$ cat config.mk
export PLATFORM = sky130hd
export DESIGN_NAME = ascii_integer_parser_core
export DESIGN_NICKNAME = d
export VERILOG_FILES = /design/src/rtl/aip_pkg.sv /design/src/rtl/aip_front.sv /design/src/rtl/aip_queue.sv /design/src/rtl/aip_back.sv /design/src/rtl/ascii_integer_parser_core.sv
export SDC_FILE = /design/constraint.sdc
export NUM_CORES = 2
export LEC_CHECK = 0
export ABC_AREA = 1
export CAP_MARGIN = 20
export CORE_MARGIN = 1.5
export CORE_UTILIZATION = 67
export CTS_CLUSTER_DIAMETER = 100
export DETAILED_ROUTE_END_ITERATION = 16
export DONT_BUFFER_PORTS = 1
export HOLD_SLACK_MARGIN = 0.06
export PLACE_DENSITY = 0.87
export SETUP_SLACK_MARGIN = 0.3
export SKIP_LAST_GASP = 1
export SYNTH_ARGS = -nofsm -noshare
export SYNTH_HDL_FRONTEND = slang
export SYNTH_SLANG_ARGS = --single-unit
$ cat constraint.sdc
create_clock -name i_clk -period 10.6 [get_ports i_clk]
set_input_delay 0.53 -clock i_clk [delete_from_list [all_inputs] [get_ports i_clk]]
set_output_delay 0.53 -clock i_clk [all_outputs]
set_load 0.02 [all_outputs]
$ cat src/rtl/aip_pkg.sv
// shared types, constants and helpers for the ascii integer parser
package aip_pkg;

    localparam int OFFSET_BITS = 16;
    localparam int VALUE_W     = 64;
    localparam int END_W       = 16;
    localparam int RADIX_W     = 6;
    localparam int DIGIT_W     = 6;
    localparam int PROD_W      = VALUE_W + RADIX_W;
    localparam int Q_DEPTH     = 4;
    localparam int Q_PTR_W     = 2;
    localparam int Q_CNT_W     = Q_PTR_W + 1;
    localparam int DATA_OUT_W  = 80;

    localparam logic [RADIX_W-1:0] RADIX_RESET = RADIX_W'(10);
    localparam logic [RADIX_W-1:0] RADIX_AUTO  = RADIX_W'(0);
    localparam logic [RADIX_W-1:0] RADIX_ONE   = RADIX_W'(1);
    localparam logic [RADIX_W-1:0] RADIX_MAX   = RADIX_W'(36);
    localparam logic [RADIX_W-1:0] BASE_OCT    = RADIX_W'(8);
    localparam logic [RADIX_W-1:0] BASE_DEC    = RADIX_W'(10);
    localparam logic [RADIX_W-1:0] BASE_HEX    = RADIX_W'(16);
    localparam logic [DIGIT_W-1:0] NO_DIGIT    = DIGIT_W'(36);

    localparam logic [OFFSET_BITS-1:0] COUNT_MAX = {OFFSET_BITS{1'b1}};
    localparam logic [31:0]            END_CLAMP = 32'h0000_FFFF;

    localparam logic [7:0] CH_SPACE = 8'h20;
    localparam logic [7:0] CH_TAB   = 8'h09;
    localparam logic [7:0] CH_LF    = 8'h0A;
    localparam logic [7:0] CH_VT    = 8'h0B;
    localparam logic [7:0] CH_FF    = 8'h0C;
    localparam logic [7:0] CH_CR    = 8'h0D;
    localparam logic [7:0] CH_MINUS = 8'h2D;
    localparam logic [7:0] CH_PLUS  = 8'h2B;
    localparam logic [7:0] CH_ZERO  = 8'h30;
    localparam logic [7:0] CH_NINE  = 8'h39;
    localparam logic [7:0] CH_LO_A  = 8'h61;
    localparam logic [7:0] CH_LO_Z  = 8'h7A;
    localparam logic [7:0] CH_UP_A  = 8'h41;
    localparam logic [7:0] CH_UP_Z  = 8'h5A;
    localparam logic [7:0] CH_LO_X  = 8'h78;
    localparam logic [7:0] CH_UP_X  = 8'h58;

    typedef struct packed {
        logic               start;
        logic [RADIX_W-1:0] radix;
        logic               is_space;
        logic               is_minus;
        logic               is_plus;
        logic               is_zero;
        logic               is_x;
        logic [DIGIT_W-1:0] digit;
    } t_item;

    typedef struct packed {
        logic [VALUE_W-1:0] value;
        logic [END_W-1:0]   end_offset;
        logic               digits_found;
        logic               overflowed;
    } t_result;

    typedef enum logic [5:0] {
        PH_IDLE   = 6'b000001,
        PH_SPACE  = 6'b000010,
        PH_FIRST  = 6'b000100,
        PH_ZERO   = 6'b001000,
        PH_AFTERX = 6'b010000,
        PH_DIGITS = 6'b100000
    } t_phase;

    function automatic logic [DIGIT_W-1:0] digit_of(input logic [7:0] c);
        logic [DIGIT_W-1:0] d;
        d = NO_DIGIT;
        if (c >= CH_ZERO && c <= CH_NINE) begin
            d = DIGIT_W'(c - CH_ZERO);
        end else if (c >= CH_LO_A && c <= CH_LO_Z) begin
            d = DIGIT_W'(c - CH_LO_A) + DIGIT_W'(10);
        end else if (c >= CH_UP_A && c <= CH_UP_Z) begin
            d = DIGIT_W'(c - CH_UP_A) + DIGIT_W'(10);
        end
        return d;
    endfunction

endpackage

$ cat src/rtl/aip_front.sv
// front end: radix register, byte accept and character classification
module aip_front (
    input  logic                    i_clk,
    input  logic                    i_rst_n,
    input  logic                    s_axis_tvalid,
    output logic                    s_axis_tready,
    input  logic [7:0]              s_axis_tdata,
    input  logic [0:0]              s_axis_tuser,
    input  logic                    i_cfg_valid,
    output logic                    o_cfg_ready,
    input  logic [aip_pkg::RADIX_W-1:0] i_cfg_data,
    input  logic                    i_q_full,
    output logic                    o_q_wr,
    output aip_pkg::t_item          o_q_item
);
    import aip_pkg::*;

    logic [RADIX_W-1:0] r_radix;
    logic [7:0]         c;

    assign o_cfg_ready   = 1'b1;
    assign s_axis_tready = !i_q_full;
    assign o_q_wr        = s_axis_tvalid && !i_q_full;
    assign c             = s_axis_tdata;

    always_ff @(posedge i_clk) begin
        if (!i_rst_n) begin
            r_radix <= RADIX_RESET;
        end else if (i_cfg_valid) begin
            r_radix <= i_cfg_data;
        end
    end

    always_comb begin
        o_q_item.start    = s_axis_tuser[0];
        o_q_item.radix    = r_radix;
        o_q_item.is_space = (c == CH_SPACE) || (c == CH_TAB) || (c == CH_LF) ||
                            (c == CH_VT) || (c == CH_FF) || (c == CH_CR);
        o_q_item.is_minus = (c == CH_MINUS);
        o_q_item.is_plus  = (c == CH_PLUS);
        o_q_item.is_zero  = (c == CH_ZERO);
        o_q_item.is_x     = (c == CH_LO_X) || (c == CH_UP_X);
        o_q_item.digit    = digit_of(c);
    end

endmodule

$ cat src/rtl/aip_queue.sv
// short queue of classified bytes between front and back
module aip_queue (
    input  logic           i_clk,
    input  logic           i_rst_n,
    input  logic           i_wr,
    input  aip_pkg::t_item i_item,
    output logic           o_full,
    input  logic           i_rd,
    output logic           o_valid,
    output aip_pkg::t_item o_item
);
    import aip_pkg::*;

    t_item              r_mem [Q_DEPTH];
    logic [Q_PTR_W-1:0] r_wr_ptr;
    logic [Q_PTR_W-1:0] r_rd_ptr;
    logic [Q_CNT_W-1:0] r_count;

    assign o_full  = (r_count == Q_CNT_W'(Q_DEPTH));
    assign o_valid = (r_count != '0);
    assign o_item  = r_mem[r_rd_ptr];

    always_ff @(posedge i_clk) begin
        if (i_wr) begin
            r_mem[r_wr_ptr] <= i_item;
        end
    end

    always_ff @(posedge i_clk) begin
        if (!i_rst_n) begin
            r_wr_ptr <= '0;
            r_rd_ptr <= '0;
            r_count  <= '0;
        end else begin
            if (i_wr) begin
                r_wr_ptr <= r_wr_ptr + Q_PTR_W'(1);
            end
            if (i_rd) begin
                r_rd_ptr <= r_rd_ptr + Q_PTR_W'(1);
            end
            if (i_wr && !i_rd) begin
                r_count <= r_count + Q_CNT_W'(1);
            end else if (!i_wr && i_rd) begin
                r_count <= r_count - Q_CNT_W'(1);
            end
        end
    end

    a_count_bound: assert property (@(posedge i_clk) disable iff (!i_rst_n)
        r_count <= Q_CNT_W'(Q_DEPTH))
        else $error("queue count beyond depth");

    a_no_underflow: assert property (@(posedge i_clk) disable iff (!i_rst_n)
        i_rd |-> r_count != '0)
        else $error("queue read while empty");

endmodule

$ cat src/rtl/aip_back.sv
// back end: parse state machine, accumulator and result register
module aip_back (
    input  logic             i_clk,
    input  logic             i_rst_n,
    input  logic             i_q_valid,
    input  aip_pkg::t_item   i_q_item,
    output logic             o_q_rd,
    output logic             o_valid,
    input  logic             i_ready,
    output aip_pkg::t_result o_result
);
    import aip_pkg::*;

    t_phase                 r_phase;
    logic [VALUE_W-1:0]     r_acc;
    logic [RADIX_W-1:0]     r_base;
    logic                   r_minus;
    logic                   r_any;
    logic                   r_wrap;
    logic [OFFSET_BITS-1:0] r_cnt;
    logic                   r_out_valid;
    t_result                r_out;

    t_phase                 n_phase;
    logic [VALUE_W-1:0]     n_acc;
    logic [RADIX_W-1:0]     n_base;
    logic                   n_minus;
    logic                   n_any;
    logic                   n_wrap;
    logic [OFFSET_BITS-1:0] n_cnt;
    t_result                n_out;

    t_phase                 ph_in;
    logic                   emit;
    logic                   skip;
    logic                   first;
    logic                   take;
    logic [OFFSET_BITS-1:0] end_w;
    logic [31:0]            end_ext;
    logic [PROD_W-1:0]      prod;
    logic                   pop;

    assign pop      = i_q_valid && (!r_out_valid || i_ready);
    assign o_q_rd   = pop;
    assign o_valid  = r_out_valid;
    assign o_result = r_out;

    always_comb begin
        n_phase = r_phase;
        n_acc   = r_acc;
        n_base  = r_base;
        n_minus = r_minus;
        n_any   = r_any;
        n_wrap  = r_wrap;
        n_cnt   = r_cnt;
        emit    = 1'b0;
        skip    = 1'b0;
        first   = 1'b0;
        take    = 1'b0;
        end_w   = r_cnt;
        prod    = '0;

        if (i_q_item.start) begin
            n_acc   = '0;
            n_minus = 1'b0;
            n_any   = 1'b0;
            n_wrap  = 1'b0;
            n_cnt   = '0;
            n_base  = i_q_item.radix;
            if (i_q_item.radix == RADIX_ONE || i_q_item.radix > RADIX_MAX) begin
                emit    = 1'b1;
                skip    = 1'b1;
                end_w   = '0;
                n_phase = PH_IDLE;
            end else begin
                n_phase = PH_SPACE;
            end
        end
        ph_in = n_phase;

        if (!skip) begin
            unique case (ph_in)
                PH_IDLE: begin
                end
                PH_SPACE: begin
                    if (i_q_item.is_space) begin
                    end else if (i_q_item.is_minus) begin
                        n_minus = 1'b1;
                        n_phase = PH_FIRST;
                    end else if (i_q_item.is_plus) begin
                        n_phase = PH_FIRST;
                    end else begin
                        first = 1'b1;
                    end
                end
                PH_FIRST: begin
                    first = 1'b1;
                end
                PH_ZERO: begin
                    if (i_q_item.is_x && (n_base == RADIX_AUTO || n_base == BASE_HEX)) begin
                        n_base  = BASE_HEX;
                        n_phase = PH_AFTERX;
                    end else begin
                        if (n_base == RADIX_AUTO) begin
                            n_base = BASE_OCT;
                        end
                        take = 1'b1;
                    end
                end
                PH_AFTERX: begin
                    if (i_q_item.digit < DIGIT_W'(BASE_HEX)) begin
                        take = 1'b1;
                    end else begin
                        emit  = 1'b1;
                        end_w = (n_cnt == COUNT_MAX) ? COUNT_MAX
                                                     : n_cnt - OFFSET_BITS'(1);
                    end
                end
                PH_DIGITS: begin
                    take = 1'b1;
                end
                default: begin
                end
            endcase

            if (first) begin
                if (i_q_item.is_zero && (n_base == RADIX_AUTO || n_base == BASE_HEX)) begin
                    n_acc   = '0;
                    n_any   = 1'b1;
                    n_phase = PH_ZERO;
                end else begin
                    if (n_base == RADIX_AUTO) begin
                        n_base = BASE_DEC;
                    end
                    take = 1'b1;
                end
            end

            if (take) begin
                if (i_q_item.digit >= DIGIT_W'(n_base)) begin
                    emit  = 1'b1;
                    end_w = n_cnt;
                end else begin
                    prod    = PROD_W'(n_acc) * PROD_W'(n_base) + PROD_W'(i_q_item.digit);
                    n_wrap  = n_wrap | (|prod[PROD_W-1:VALUE_W]);
                    n_acc   = prod[VALUE_W-1:0];
                    n_any   = 1'b1;
                    n_phase = PH_DIGITS;
                end
            end

            if (emit) begin
                n_phase = PH_IDLE;
            end
            if (ph_in != PH_IDLE && n_cnt != COUNT_MAX) begin
                n_cnt = n_cnt + OFFSET_BITS'(1);
            end
        end

        end_ext            = 32'(end_w);
        n_out.value        = !n_any ? '0 : (n_minus ? (VALUE_W'(0) - n_acc) : n_acc);
        n_out.end_offset   = !n_any ? '0 :
                             ((end_ext > END_CLAMP) ? END_CLAMP[END_W-1:0] : end_ext[END_W-1:0]);
        n_out.digits_found = n_any;
        n_out.overflowed   = n_wrap;
    end

    always_ff @(posedge i_clk) begin
        if (!i_rst_n) begin
            r_phase <= PH_IDLE;
            r_acc   <= '0;
            r_base  <= '0;
            r_minus <= 1'b0;
            r_any   <= 1'b0;
            r_wrap  <= 1'b0;
            r_cnt   <= '0;
        end else if (pop) begin
            r_phase <= n_phase;
            r_acc   <= n_acc;
            r_base  <= n_base;
            r_minus <= n_minus;
            r_any   <= n_any;
            r_wrap  <= n_wrap;
            r_cnt   <= n_cnt;
        end
    end

    always_ff @(posedge i_clk) begin
        if (!i_rst_n) begin
            r_out_valid <= 1'b0;
        end else if (pop && emit) begin
            r_out_valid <= 1'b1;
        end else if (i_ready) begin
            r_out_valid <= 1'b0;
        end
    end

    always_ff @(posedge i_clk) begin
        if (pop && emit) begin
            r_out <= n_out;
        end
    end

    a_no_digit_zero: assert property (@(posedge i_clk) disable iff (!i_rst_n)
        r_out_valid && !r_out.digits_found |-> r_out.value == '0 && r_out.end_offset == '0)
        else $error("result without digits carries a value");

    a_wrap_sticky: assert property (@(posedge i_clk) disable iff (!i_rst_n)
        r_wrap && !(pop && i_q_item.start) |=> r_wrap)
        else $error("overflow flag dropped inside a string");

endmodule

$ cat src/rtl/ascii_integer_parser_core.sv
// top level of the streaming ascii to integer parser
// the ending byte passes the queue; the back end then loads the result register on its pop
// throughput: one byte per cycle unless the queue is full; one base multiply-add per cycle
// a stalled result holds the back end, while the four-entry queue takes bytes until it is full
// reset: synchronous active-low i_rst_n clears the queue, the parse state and the result valid
// reset sets the radix register to 10
module ascii_integer_parser_core (
    input  logic        i_clk,
    input  logic        i_rst_n,
    input  logic        s_axis_tvalid,
    output logic        s_axis_tready,
    input  logic [7:0]  s_axis_tdata,   // ch
    input  logic [0:0]  s_axis_tuser,   // start_req
    output logic        m_axis_tvalid,
    input  logic        m_axis_tready,
    output logic [79:0] m_axis_tdata,   // value[63:0], end_offset[79:64]
    output logic [1:0]  m_axis_tuser,   // overflowed[1], digits_found[0]
    input  logic        i_cfg_valid,
    output logic        o_cfg_ready,
    input  logic [5:0]  i_cfg_data
);
    import aip_pkg::*;

    logic    q_wr;
    logic    q_full;
    logic    q_rd;
    logic    q_valid;
    t_item   wr_item;
    t_item   rd_item;
    t_result result;

    aip_front u_front (
        .i_clk         (i_clk),
        .i_rst_n       (i_rst_n),
        .s_axis_tvalid (s_axis_tvalid),
        .s_axis_tready (s_axis_tready),
        .s_axis_tdata  (s_axis_tdata),
        .s_axis_tuser  (s_axis_tuser),
        .i_cfg_valid   (i_cfg_valid),
        .o_cfg_ready   (o_cfg_ready),
        .i_cfg_data    (i_cfg_data),
        .i_q_full      (q_full),
        .o_q_wr        (q_wr),
        .o_q_item      (wr_item)
    );

    aip_queue u_queue (
        .i_clk   (i_clk),
        .i_rst_n (i_rst_n),
        .i_wr    (q_wr),
        .i_item  (wr_item),
        .o_full  (q_full),
        .i_rd    (q_rd),
        .o_valid (q_valid),
        .o_item  (rd_item)
    );

    aip_back u_back (
        .i_clk     (i_clk),
        .i_rst_n   (i_rst_n),
        .i_q_valid (q_valid),
        .i_q_item  (rd_item),
        .o_q_rd    (q_rd),
        .o_valid   (m_axis_tvalid),
        .i_ready   (m_axis_tready),
        .o_result  (result)
    );

    assign m_axis_tdata = {result.end_offset, result.value};
    assign m_axis_tuser = {result.overflowed, result.digits_found};

endmodule
==> results.yml <==
timing:
  worst_pin_slew_ps: 867
  slew_headroom: 0.422
  fmax_mhz: 102
  finalSetupViolations: 0
  hold_viol: 0
  rsz0062_at_grt: "no"
  skew_ps: 15.8
  final.setup.tns_ps: 0
  period_needed_ps: 9840
  maxSlewViolCount: 0
  fin_crit_sh: 0.928
detailed_routing:
  drc_errors: 0
  routedWlPerCell_um: 20.8
  dr.pass1.iters: 7
  routed_wl_um: 87000
  drtIter0Drc: 3606
  num_vias: 26600
  ant_nets: 0
  vias_per_cell: 6.35
synth:
  yosysWarnings: 0
  yosys_most_used_dff: "edfxtp_1"
  async_flop_share: 0
  synth_edf_count: 154
  syn-num-nets: 4146
  ys_types: 58
  synthCells: 3703
  ys_seq_area_frac: 0.248
  syn_area_um2: 27600
  avgSynthCellArea_um2: 7.44
  ys_ff_latch: 265
floorplanning:
  die_w_um: 206
  die_h_um: 206
  start_util: 0.677
  rows: 74
  ioPinCount: 105
  core_area_um2: 40700
  fp.dieArea_um2: 42400
min_path:
  worstHoldPathType: "in -> reg"
power:
  p_per_area_nw_per_um2: 348
  p_switching_mw: 5.90
  clockPowerShare: 0.100
  cellLeakagePower_nw: 13.6
  intPower_mw: 4.13
  power_mw: 10.0
  switching_share: 0.588
  power_frac_comb: 0.719
  peakVddDrop_mv: 0.310
  p_seq_frac: 0.181
placed_design:
  globalplace.congestion: 1.06
  portBuffers: 0
  dpl_cell_area_um2: 27900
  dp_hpwl_um: 66300
critical_path:
  crit_buf_inv: 11
  critPathTopFamily: "simple AND/OR/NAND/NOR gates"
  cp_slowest_stage_delay_ps: 580
  start_kind: "flop"
  worst_path_max_delay_cell: "buf_4"
  worstPathMaxFanout: 61
  critPathArrivalTime_ps: 10140
  crit_top_cell: "nand2_1"
  worstPathRequired_ps: 10900
  end_kind: "flop"
  worstSetupPathType: "reg -> reg"
global_routing:
  grt_max_degree: 133
  grt_pass1_wl_um: 136000
  grt_pass1_vias: 25100
  grt-ovfl-total: 0
  antenna_found_initial: 0
  track_usage: 0.411
clocking:
  clkLatencyLatePin_ps: 560
  hold_buffers: 0
  cts_tree: "done"
  clkSinkCount: 265
  cts_setup_buffers: 0
  cts_buffers: 25
  cts_buffer_depth: 3
  path_clk_slew_ps: 70
  root_buffer: "clkbuf_16"
  h-tree-depth: 1
run:
  drv_cap: 0
run_status:
  status: "complete, no violations"
final_layout:
  drive_gt1_frac: 0.0414
  antenna_cells: 0
  final_common_cell: "nor2_1"
  final_cell_area_um2: 28800
  fin_nets: 4075
  layout_common_cells: "nor2_1 (728), nand2_1 (713), inv_1 (385)"
  area_growth_pct: 4.63
[worst register-to-register path, delay by kind of cell (launching register included)]
kind | cells | cell delay, ps
buffers and inverters | 11 | 2320
flip-flops | 1 | 300
AO/OA/AOI/OAI | 5 | 1370
adder cells (fa/ha/maj) | 5 | 1980
AND/OR/NAND/NOR | 23 | 3630
[through the flow]
step | hold slack, ps | util | std cells | setup WS (ps)
CTS | 60.2 | 0.706 | 4181 | 875
finish | 63.8 | 0.708 | 4183 | 763
detailed placement | 456 | 0.684 | 4135 | 959
global route | 64.8 | 0.708 | 4183 | 309
floorplan | 436 | - | 3703 | 2620
global placement | 453 | 0.684 | 4135 | 1060
[power groups by stage]
| stage | Combinational (mW) | Sequential (mW) | Clock [mW] |
|---|---|---|---|
| floorplan | 4.98 | 1.80 | 0 |
| global placement | 6.67 | 1.82 | 0 |
| detailed placement | 6.81 | 1.83 | 0 |
| CTS | 6.89 | 1.82 | 0.989 |
| global route | 7.90 | 1.84 | 1.03 |
| finish | 7.21 | 1.82 | 1.00 |
[Yosys cell counts, types with 5 or more instances]
cell type	instances	area (µm²)
a21o_1	11	82.6
a21oi_1	272	1360
a31oi_1	10	62.6
buf_1	13	48.8
buf_2	17	85.1
buf_4	9	67.6
buf_6	7	78.8
clkbuf_1	83	312
clkinv_1	6	22.5
dfxtp_1	111	2220
edfxtp_1	154	4620
fa_1	253	5060
ha_1	170	2130
inv_1	387	1450
inv_2	5	18.8
nand2_1	714	2680
nand2_2	23	144
nand3_1	188	941
nand3_2	13	130
nand3b_1	9	67.6
nand4_1	37	231
nor2_1	729	2740
nor2_2	7	43.8
nor2_4	6	67.6
nor3_1	28	140
nor3b_1	5	37.5
nor4_1	10	62.6
o211ai_1	21	158
o21a_1	8	60.1
o21ai_0	265	1330
o21ai_1	9	45.0
o21ai_2	6	52.6
o22ai_1	8	50.1
xnor2_1	27	236
xor2_1	38	333
[layer usage]
layer | up-vias | GRT usage | wire length (µm)
met4 | 0 | 0.161 | 3790
met3 | 293 | 0.135 | 12900
met5 | - | 0 | 0
met1 | 12400 | 0.565 | 33300
li1 | 11900 | - | -
met2 | 1930 | 0.600 | 37100
[logic make-up after synthesis]
family | share of synthesized area
other cells | 0.000136
xor+xnor | 0.0207
buf+inv | 0.0770
simple gates | 0.267
fa+ha+maj | 0.261
compound gates | 0.126
flops | 0.248
[final timing paths]
check / from / cells after the start / end / slack [ps]
max: flop / 44 / u_back.o_result[72]$_SDFFCE_PN0P_ / 760
min: s_axis_tuser / 0 / u_queue.r_mem[3][17]$_DFFE_PP_ / 60
max reg2reg: flop / 44 / u_back.o_result[72]$_SDFFCE_PN0P_ / 760
min reg2reg: u_back.r_cnt[9]$_SDFFE_PN0P_ / 2 / u_back.r_cnt[9]$_SDFFE_PN0P_ / 470
[state kept, by name, summed over array words and instances (netlist names), 2 cells and up, named ones only]
register / flops
u_back.o_result: 82
u_back.r_acc: 64
u_back.r_base: 6
u_back.r_cnt: 16
u_back.r_phase: 6
u_front.r_radix: 6
u_queue.r_count: 3
u_queue.r_mem: 72
u_queue.r_rd_ptr: 2
u_queue.r_wr_ptr: 2
[final cells by class]
| type | instances | area (µm²) |
|---|---|---|
| clock buffer | 30 | 684 |
| clock inverter | 16 | 215 |
| fill | 3213 | 11900 |
| inverter | 399 | 1510 |
| multi-input combinational | 2908 | 18600 |
| sequential | 265 | 6850 |
| tap | 532 | 666 |
| timing repair buffer | 33 | 288 |
[what timing repair did]
| action | CTS | global route |
|---|---|---|
| resized for setup | 0 | 7 |
| endpoints found under the setup margin | 0 | 25 |
| endpoints found under the hold margin | 0 | 0 |
(Power assumes the default switching activity.)
